[src/hdl/id3yfe_pkg.sv]
// ----------------------------------------------------------------------------
// ID3 year frame extractor package
// Parse phases, verdict codes and fixed constants of the ID3v2.3 text frame
// extractor.
// ----------------------------------------------------------------------------
package id3yfe_pkg;

  // Number of text characters taken from the wanted frame.
  localparam int YEAR_CHARS = 4;

  // Default wanted frame identifier, "TYER".
  localparam logic [31:0] DEFAULT_FRAME_ID = 32'h5459_4552;

  // Extended header length, CRC length, frame header length and frame flag bytes.
  localparam logic [29:0] EXT_HEADER_BYTES = 30'd10;
  localparam logic [29:0] CRC_DATA_BYTES   = 30'd4;
  localparam logic [32:0] FRAME_HDR_BYTES  = 33'd10;
  localparam logic [29:0] FRAME_TAIL_BYTES = 30'd2;

  typedef enum logic [3:0] {
    PH_IDLE    = 4'd0,
    PH_MAGIC   = 4'd1,
    PH_VERSION = 4'd2,
    PH_FLAGS   = 4'd3,
    PH_SIZE    = 4'd4,
    PH_EXT     = 4'd5,
    PH_CRC     = 4'd6,
    PH_FID     = 4'd7,
    PH_FSIZE   = 4'd8,
    PH_SKIP    = 4'd9,
    PH_FFLAGS  = 4'd10,
    PH_ENC     = 4'd11,
    PH_YEAR    = 4'd12,
    PH_TERM    = 4'd13
  } phase_t;

  typedef enum logic [3:0] {
    ST_FOUND       = 4'd0,
    ST_NO_TAG      = 4'd1,
    ST_BAD_FLAGS   = 4'd2,
    ST_BAD_EXT     = 4'd3,
    ST_FRAME_FLAGS = 4'd4,
    ST_ENCODING    = 4'd5,
    ST_SHORT       = 4'd6,
    ST_TERM        = 4'd7,
    ST_ABSENT      = 4'd8,
    ST_TRUNC       = 4'd9
  } status_t;

  // Expected tag identifier "ID3", one byte per position.
  function automatic logic [7:0] magic_byte(input logic [3:0] pos);
    logic [7:0] val;
    case (pos)
      4'd0:    val = 8'h49;
      4'd1:    val = 8'h44;
      4'd2:    val = 8'h33;
      default: val = 8'h00;
    endcase
    return val;
  endfunction

endpackage

[src/hdl/id3_year_frame_extractor_unit.sv]
// Path: an accepted byte is held in the input register, and its verdict is
// registered in the result register that drives out_tvalid.
// Throughput: one byte per cycle; bytes stall only while a verdict waits
// unread on the result stream.
// Reset (rst_n low, synchronous): parser idle, no result pending,
// wanted_frame_id back to "TYER".
// ----------------------------------------------------------------------------
// ID3 year frame extractor
// Walks an ID3v2.3 tag byte by byte, finds the wanted text frame and returns
// one verdict per stream with the frame's first four characters.
// ----------------------------------------------------------------------------
module id3_year_frame_extractor_unit (
  input  logic        clk,
  input  logic        rst_n,
  // Input stream
  input  logic        in_tvalid,
  output logic        in_tready,
  input  logic [7:0]  in_tdata,   // [7:0] data_byte
  input  logic        in_tuser,   // [0] start_of_stream
  input  logic        in_tlast,   // end_of_stream
  // Result stream
  output logic        out_tvalid,
  input  logic        out_tready,
  output logic [39:0] out_tdata,  // [3:0] status, [35:4] year_text, [39:36] zero
  // Configuration write channel
  input  logic        cfg_valid,
  output logic        cfg_ready,
  input  logic [31:0] cfg_data    // wanted_frame_id
);

  import id3yfe_pkg::*;

  // Configuration register
  logic [31:0] wanted_id_r;

  // Input register
  logic       in_v_r;
  logic [7:0] in_byte_r;
  logic       in_sos_r;
  logic       in_eos_r;

  // Parser state
  phase_t      phase_r, phase_nxt;
  logic [3:0]  pos_r, pos_nxt;
  logic [29:0] tag_r, tag_nxt;
  logic [31:0] flen_r, flen_nxt;
  logic [7:0]  flag_r, flag_nxt;
  logic [31:0] id_r, id_nxt;
  logic [31:0] year_r, year_nxt;
  logic [29:0] skip_r, skip_nxt;

  // Result register
  logic        out_v_r;
  status_t     out_status_r;
  logic [31:0] out_year_r;

  // State seen by the current byte, after a stream restart
  phase_t      cur_phase;
  logic [3:0]  cur_pos;
  logic [29:0] cur_tag;
  logic [31:0] cur_flen;
  logic [7:0]  cur_flag;
  logic [31:0] cur_id;
  logic [31:0] cur_year;
  logic [29:0] cur_skip;

  // Per-byte working values
  logic        adv;
  logic        verdict_v;
  status_t     verdict_st;
  logic [31:0] verdict_year;
  logic [29:0] tag_new;
  logic [29:0] tag_avail;
  logic [31:0] flen_new;
  logic [31:0] year_new;
  logic [32:0] need;
  logic [7:0]  flag_v;
  logic        enter;

  // Configuration is always accepted.
  assign cfg_ready = 1'b1;

  always_ff @(posedge clk) begin
    if (!rst_n) begin
      wanted_id_r <= DEFAULT_FRAME_ID;
    end else if (cfg_valid) begin
      wanted_id_r <= cfg_data;
    end
  end

  // The input register advances when the result slot is free or draining.
  assign adv       = in_v_r && (!out_v_r || out_tready);
  assign in_tready = !in_v_r || adv;

  always_ff @(posedge clk) begin
    if (!rst_n) begin
      in_v_r <= 1'b0;
    end else if (in_tready) begin
      in_v_r <= in_tvalid;
    end
  end

  always_ff @(posedge clk) begin
    if (in_tready) begin
      in_byte_r <= in_tdata;
      in_sos_r  <= in_tuser;
      in_eos_r  <= in_tlast;
    end
  end

  // A start-of-stream beat restarts the parser from cleared state.
  always_comb begin
    if (in_sos_r) begin
      cur_phase = PH_MAGIC;
      cur_pos   = '0;
      cur_tag   = '0;
      cur_flen  = '0;
      cur_flag  = '0;
      cur_id    = '0;
      cur_year  = '0;
      cur_skip  = '0;
    end else begin
      cur_phase = phase_r;
      cur_pos   = pos_r;
      cur_tag   = tag_r;
      cur_flen  = flen_r;
      cur_flag  = flag_r;
      cur_id    = id_r;
      cur_year  = year_r;
      cur_skip  = skip_r;
    end
  end

  // Shifted and derived values of the current byte.
  assign tag_new  = {cur_tag[22:0], in_byte_r[6:0]};
  assign flen_new = {cur_flen[23:0], in_byte_r};
  assign year_new = {cur_year[23:0], in_byte_r};
  assign need     = {1'b0, flen_new} + FRAME_HDR_BYTES;

  // Next parser state and verdict for the byte in the input register.
  always_comb begin
    phase_nxt    = cur_phase;
    pos_nxt      = cur_pos + 4'd1;
    tag_nxt      = cur_tag;
    flen_nxt     = cur_flen;
    flag_nxt     = cur_flag;
    id_nxt       = cur_id;
    year_nxt     = cur_year;
    skip_nxt     = cur_skip;
    verdict_v    = 1'b0;
    verdict_st   = ST_FOUND;
    verdict_year = '0;
    tag_avail    = cur_tag;
    flag_v       = cur_flag;
    enter        = 1'b0;

    case (cur_phase)
      PH_MAGIC: begin
        if (cur_pos > 4'd2 || in_byte_r != magic_byte(cur_pos)) begin
          verdict_v  = 1'b1;
          verdict_st = ST_NO_TAG;
        end else if (cur_pos == 4'd2) begin
          phase_nxt = PH_VERSION;
          pos_nxt   = '0;
        end
      end
      PH_VERSION: begin
        if (cur_pos >= 4'd1) begin
          phase_nxt = PH_FLAGS;
          pos_nxt   = '0;
        end
      end
      PH_FLAGS: begin
        if (in_byte_r[4:0] != 5'd0) begin
          verdict_v  = 1'b1;
          verdict_st = ST_BAD_FLAGS;
        end else begin
          flag_nxt  = in_byte_r;
          phase_nxt = PH_SIZE;
          pos_nxt   = '0;
          tag_nxt   = '0;
        end
      end
      PH_SIZE: begin
        tag_nxt = tag_new;
        if (cur_pos >= 4'd3) begin
          if (cur_flag[6]) begin
            tag_nxt   = (tag_new > EXT_HEADER_BYTES) ? tag_new - EXT_HEADER_BYTES : '0;
            phase_nxt = PH_EXT;
            pos_nxt   = '0;
          end else begin
            tag_avail = tag_new;
            enter     = 1'b1;
          end
        end
      end
      PH_EXT: begin
        if (cur_pos == 4'd4 && in_byte_r[6:0] != 7'd0) begin
          verdict_v  = 1'b1;
          verdict_st = ST_BAD_EXT;
        end else begin
          if (cur_pos == 4'd4) begin
            flag_nxt = in_byte_r;
            flag_v   = in_byte_r;
          end
          if (cur_pos >= 4'd9) begin
            if (flag_v[7]) begin
              tag_nxt   = (cur_tag > CRC_DATA_BYTES) ? cur_tag - CRC_DATA_BYTES : '0;
              phase_nxt = PH_CRC;
              pos_nxt   = '0;
            end else begin
              enter = 1'b1;
            end
          end
        end
      end
      PH_CRC: begin
        if (cur_pos >= 4'd3) begin
          enter = 1'b1;
        end
      end
      PH_FID: begin
        id_nxt = {cur_id[23:0], in_byte_r};
        if (cur_pos >= 4'd3) begin
          phase_nxt = PH_FSIZE;
          pos_nxt   = '0;
          flen_nxt  = '0;
        end
      end
      PH_FSIZE: begin
        flen_nxt = flen_new;
        if (cur_pos >= 4'd3) begin
          pos_nxt = '0;
          if (cur_id == wanted_id_r) begin
            phase_nxt = PH_FFLAGS;
          end else if (need >= {3'b000, cur_tag}) begin
            verdict_v  = 1'b1;
            verdict_st = ST_ABSENT;
          end else begin
            tag_nxt   = cur_tag - need[29:0];
            skip_nxt  = flen_new[29:0] + FRAME_TAIL_BYTES;
            phase_nxt = PH_SKIP;
          end
        end
      end
      PH_SKIP: begin
        if (cur_skip != '0) begin
          skip_nxt = cur_skip - 30'd1;
        end
        if (cur_skip <= 30'd1) begin
          phase_nxt = PH_FID;
          pos_nxt   = '0;
          id_nxt    = '0;
        end
      end
      PH_FFLAGS: begin
        if (cur_pos >= 4'd1) begin
          if (in_byte_r[7:6] != 2'b00) begin
            verdict_v  = 1'b1;
            verdict_st = ST_FRAME_FLAGS;
          end else begin
            phase_nxt = PH_ENC;
            pos_nxt   = '0;
          end
        end
      end
      PH_ENC: begin
        if (in_byte_r != 8'd0) begin
          verdict_v  = 1'b1;
          verdict_st = ST_ENCODING;
        end else if (cur_flen < 32'(YEAR_CHARS + 1)) begin
          verdict_v  = 1'b1;
          verdict_st = ST_SHORT;
        end else begin
          flen_nxt  = cur_flen - 32'd1;
          phase_nxt = PH_YEAR;
          pos_nxt   = '0;
          year_nxt  = '0;
        end
      end
      PH_YEAR: begin
        year_nxt = year_new;
        if ({1'b0, cur_pos} + 5'd1 >= 5'(YEAR_CHARS)) begin
          if (cur_flen > 32'(YEAR_CHARS)) begin
            phase_nxt = PH_TERM;
            pos_nxt   = '0;
          end else begin
            verdict_v    = 1'b1;
            verdict_st   = ST_FOUND;
            verdict_year = year_new;
          end
        end
      end
      PH_TERM: begin
        verdict_v = 1'b1;
        if (in_byte_r == 8'd0) begin
          verdict_st   = ST_FOUND;
          verdict_year = cur_year;
        end else begin
          verdict_st = ST_TERM;
        end
      end
      default: begin
        // Idle: the byte is ignored.
        pos_nxt = cur_pos;
      end
    endcase

    // Frame walk starts only while tag bytes remain.
    if (enter) begin
      if (tag_avail == '0) begin
        verdict_v  = 1'b1;
        verdict_st = ST_ABSENT;
      end else begin
        phase_nxt = PH_FID;
        pos_nxt   = '0;
        id_nxt    = '0;
      end
    end

    // An end of stream that decides nothing else is a truncation.
    if (!verdict_v && in_eos_r && cur_phase != PH_IDLE) begin
      verdict_v  = 1'b1;
      verdict_st = ST_TRUNC;
    end

    if (verdict_v) begin
      phase_nxt = PH_IDLE;
      pos_nxt   = '0;
    end
  end

  // Parser state registers
  always_ff @(posedge clk) begin
    if (!rst_n) begin
      phase_r <= PH_IDLE;
      pos_r   <= '0;
      tag_r   <= '0;
      flen_r  <= '0;
      flag_r  <= '0;
      id_r    <= '0;
      year_r  <= '0;
      skip_r  <= '0;
    end else if (adv) begin
      phase_r <= phase_nxt;
      pos_r   <= pos_nxt;
      tag_r   <= tag_nxt;
      flen_r  <= flen_nxt;
      flag_r  <= flag_nxt;
      id_r    <= id_nxt;
      year_r  <= year_nxt;
      skip_r  <= skip_nxt;
    end
  end

  // Result register
  always_ff @(posedge clk) begin
    if (!rst_n) begin
      out_v_r <= 1'b0;
    end else if (adv && verdict_v) begin
      out_v_r <= 1'b1;
    end else if (out_tready) begin
      out_v_r <= 1'b0;
    end
  end

  always_ff @(posedge clk) begin
    if (adv && verdict_v) begin
      out_status_r <= verdict_st;
      out_year_r   <= verdict_year;
    end
  end

  assign out_tvalid = out_v_r;
  assign out_tdata  = {4'b0000, out_year_r, out_status_r};

  // A verdict other than found carries no characters.
  a_year_zero: assert property (@(posedge clk) disable iff (!rst_n)
    out_v_r && out_status_r != ST_FOUND |-> out_year_r == 32'd0)
    else $error("year text nonzero on a failed verdict");

  // A verdict always returns the parser to idle.
  a_idle_after_verdict: assert property (@(posedge clk) disable iff (!rst_n)
    adv && verdict_v |=> phase_r == PH_IDLE)
    else $error("parser not idle after verdict");

  // While skipping a frame body, the skip counter is never exhausted.
  a_skip_nonzero: assert property (@(posedge clk) disable iff (!rst_n)
    phase_r == PH_SKIP |-> skip_r != 30'd0)
    else $error("skip phase with empty counter");

  // A stalled input beat stays in the input register unchanged.
  a_in_hold: assert property (@(posedge clk) disable iff (!rst_n)
    in_v_r && !adv |=> in_v_r && $stable(in_byte_r) && $stable(in_sos_r))
    else $error("input register lost a stalled beat");

endmodule

[config.mk]
export PLATFORM = sky130hd
export DESIGN_NAME = id3_year_frame_extractor_unit
export DESIGN_NICKNAME = d
export VERILOG_FILES = /design/src/hdl/id3yfe_pkg.sv /design/src/hdl/id3_year_frame_extractor_unit.sv
export SDC_FILE = /design/constraint.sdc
export NUM_CORES = 1
export LEC_CHECK = 0
export BUFFER_PORTS_ARGS = -buffer_cell sky130_fd_sc_hd__buf_2
export CORE_MARGIN = 1
export CORE_UTILIZATION = 38
export DETAILED_ROUTE_END_ITERATION = 16
export PLACE_DENSITY = 0.58
export SLEW_MARGIN = 20
export SYNTH_ARGS = -nofsm -noshare
export SYNTH_HDL_FRONTEND = slang
export SYNTH_SLANG_ARGS = --single-unit
[constraint.sdc]
create_clock -name clk -period 6.65 [get_ports clk]
set_input_delay 0 -clock clk [delete_from_list [all_inputs] [get_ports clk]]
set_output_delay 0 -clock clk [all_outputs]
set_load 0.02 [all_outputs]
==> results.toml <==
[outcome]
outcome = "finished, final reports clean"

[power]
netSwitchingPower_w = 0.00123
power.total_w = 0.00392
p_comb_frac = 0.168
pwr-share-seq = 0.413
p_leak_nw = 7.97
p_per_area_nw_per_um2 = 180
p_sw_frac = 0.313
p_int_w = 0.00270
pwr-share-clk = 0.419
ir_worst_vdd_mv = 0.193

[timing]
slew_violations = 0
min_period_ps = 5510
fmax_mhz = 181
final_hold_viol_count = 0
fin_skew_ps = 22.8
rsz0062_at_grt = "false"
setup_viol = 0
tns_ps = 0
maxSlewHeadroom = 0.271
finalCritPeriodShare = 0.829
worst_slew_pin_slew_ps = 1090

[setup_path]
end_kind = "register"
cp_cell_sequence = "buf_4 > nor2b_1 > ha_1 > nand4b_1 > nor3_1 > buf_4 > nand3_1 > xnor2_1 > ha_1 > a21oi_1 > o21ai_0 > nor2_1 > nor4b_1 > o211ai_1 > nand4_1 > buf_12 > nand2_1 > o211a_1 > a2111oi_0 > a31o_1"
startpoint_type = "register"
crit_path_top_delay_cell = "edfxtp_1"
criticalPathCategory = "register to register"
cp_max_fo = 88
required_ps = 7190
critPathArrivalTime_ps = 6050
crit_path_max_incr_delay_ps = 470

[synthesis]
syn_avg_cell_area_sq_um = 7.32
synth_seq_cells = 246
synth-edff-count = 46
yosysTopAreaCell = "dfxtp_1"
synth_top_area_share = 0.206
synth_ff_type = "dfxtp_1"
synth_warnings = 0
synthArstFlopShare = 0
synth_area_sq_um = 19400
synth.distinct_cells = 96
synth-seq-area-share = 0.277
synthTopCellsByArea = "dfxtp_1, edfxtp_1, nor2_1, o21ai_0, a21oi_1"
netlist_instances = 2654

[grt]
antenna_found_initial = 0
gr-total-overflow = 0
grt_max_degree = 151
first_global_vias = 20000
grt_pass1_wl_microns = 124000
grt_usage = 0.303

[route]
routedWlPerCell_microns = 24.4
via_per_inst = 6.39
drc = 0
vias = 21500
first_iter_violations = 2890
detail-route-antenna-nets = 0
wirelength_microns = 82000
dr.pass1.iters = 6

[floorplan]
initial_core_util = 0.386
fp.dieArea_sq_um = 52000
die_x_microns = 228
die_y_microns = 228
coreArea_sq_um = 50300
boundaryPins = 90
num_rows = 82

[clock_tree]
cts_hold_buf = 46
htreeDepth = 1
cts_made_buffers = 30
clkTransAtPathRegs_ps = 70
clk_latency_ps = 610
cts_tree = "built"
post-cts-setup-buffers = 0
clockBufferDepth = 3
root_buffer = "clkbuf_16"
clock-sinks = 246
cts_resized = 0

[cells_and_area]
area_growth_pct = 12.1
stdcell_area_sq_um = 21800
nets = 2789
drive_gt1_frac = 0.0936
fillers = 5220
antenna_cells = 0

[placed_design]
portBuffers = 84
placed_area_sq_um = 20400
dpl.hpwl_microns = 57600
routabilityCongestion = 0.972

[run]
max_cap_violations = 0

[min_path]
hp-class = "input port to register"
## critical path, delay by kind of cell (launching register included)
family | cells | cell delay, ps
simple gates | 8 | 1850
compound gates | 6 | 1310
buf+inv | 3 | 870
fa+ha+maj | 2 | 700
flops | 1 | 470
xor+xnor | 1 | 200
## cell usage after synthesis (all sizes together), types with 7 or more instances
library cell    n
a2111oi        14
a211oi         17
a21o           14
a21oi         204
a221oi         31
a22o           32
a22oi          77
a31oi          49
a41oi          10
and2           15
and3           20
buf            64
clkbuf        142
dfxtp         200
edfxtp         46
ha             73
inv           102
mux2            7
mux2i          48
nand2         241
nand2b         18
nand3          68
nand4          24
nor2          343
nor2b          40
nor3          101
nor4           44
nor4bb         14
o2111ai         7
o211ai         16
o21a           12
o21ai         229
o21bai          9
o22ai          17
o31a            9
o31ai          12
o32ai           7
or2            17
or3            26
or4            19
xnor2          76
xor2           29
## routing by layer
metal  wire [microns]  track usage
met5                0            0
met4             3660        0.125
met3             7560       0.0468
met2            35900        0.468
met1            34900        0.418
## through the flow
stage          utilization  hold WS (ps)  setup WS [ps]  std cells
4_1_cts              0.433          96.9           1240       3364
6_report             0.433           120           1140       3364
2_1_floorplan            -          98.9            231       2657
5_1_grt              0.433           129            760       3364
3_3_place_gp         0.405           177           1330       3262
3_5_place_dp         0.405           179           1270       3262
## final cells by class
cell class | instances | area, sq um | share of cell area
Timing Repair Buffer | 185 | 1320 | 0.0605
Clock buffer | 42 | 836 | 0.0384
Tap cell | 672 | 841 | 0.0386
Clock inverter | 14 | 123 | 0.00563
Sequential cell | 246 | 5390 | 0.247
Multi-Input combinational cell | 2102 | 12900 | 0.592
Inverter | 103 | 389 | 0.0179
## cells by family after synthesis
group	share of synthesized area
AND/OR/NAND/NOR	0.254
AO/OA/AOI/OAI	0.280
buffers and inverters	0.0638
flip-flops	0.277
XOR/XNOR	0.0473
adder cells (fa/ha/maj)	0.0481
multiplexers	0.0288
other	0.000387
## power groups by stage
stage               Sequential (W)  Combinational (W)  Clock, W
floorplan                  0.00163           0.000417         0
global placement           0.00165           0.000614         0
detailed placement         0.00165           0.000618         0
CTS                        0.00162           0.000642   0.00166
global route               0.00163           0.000703   0.00172
finish                     0.00162           0.000660   0.00164
## placed cells by master, fill, tap and decap left out, types with 68 or more instances in the layout
master   count
dfxtp_1    200
ha_1        73
nand2_1    241
nor3_1      96
nor2_1     338
o21ai_0    212
xnor2_1     76
inv_1       96
buf_2       84
a21oi_1    200
nand3_1     68
a22oi_1     77
## state kept, by name (all words and copies together), names as in the netlist
name / flops
wanted_id_r: 32
pos_r: 4
in_v_r: 1
flen_r: 32
in_eos_r: 1
flag_r: 2
out_tvalid: 1
in_sos_r: 1
out_year_r: 32
skip_r: 30
year_r: 32
phase_r: 4
id_r: 32
in_byte_r: 8
tag_r: 30
out_status_r: 4
## path summary, 6_finish.rpt
kind | endpoint | startpoint | depth (start not counted) | slack [ps]
hold / removal | in_byte_r[0]$_DFFE_PP_ | in_tdata[0] | 2 | 120
setup reg to reg | tag_r[25]$_SDFFE_PN0P_ | in_sos_r$_DFFE_PP_ | 20 | 1140
hold reg to reg | pos_r[0]$_SDFFE_PN0P_ | pos_r[0]$_SDFFE_PN0P_ | 2 | 490
setup / recovery | tag_r[25]$_SDFFE_PN0P_ | in_sos_r$_DFFE_PP_ | 20 | 1140
Power figures use the tool's default switching activity.
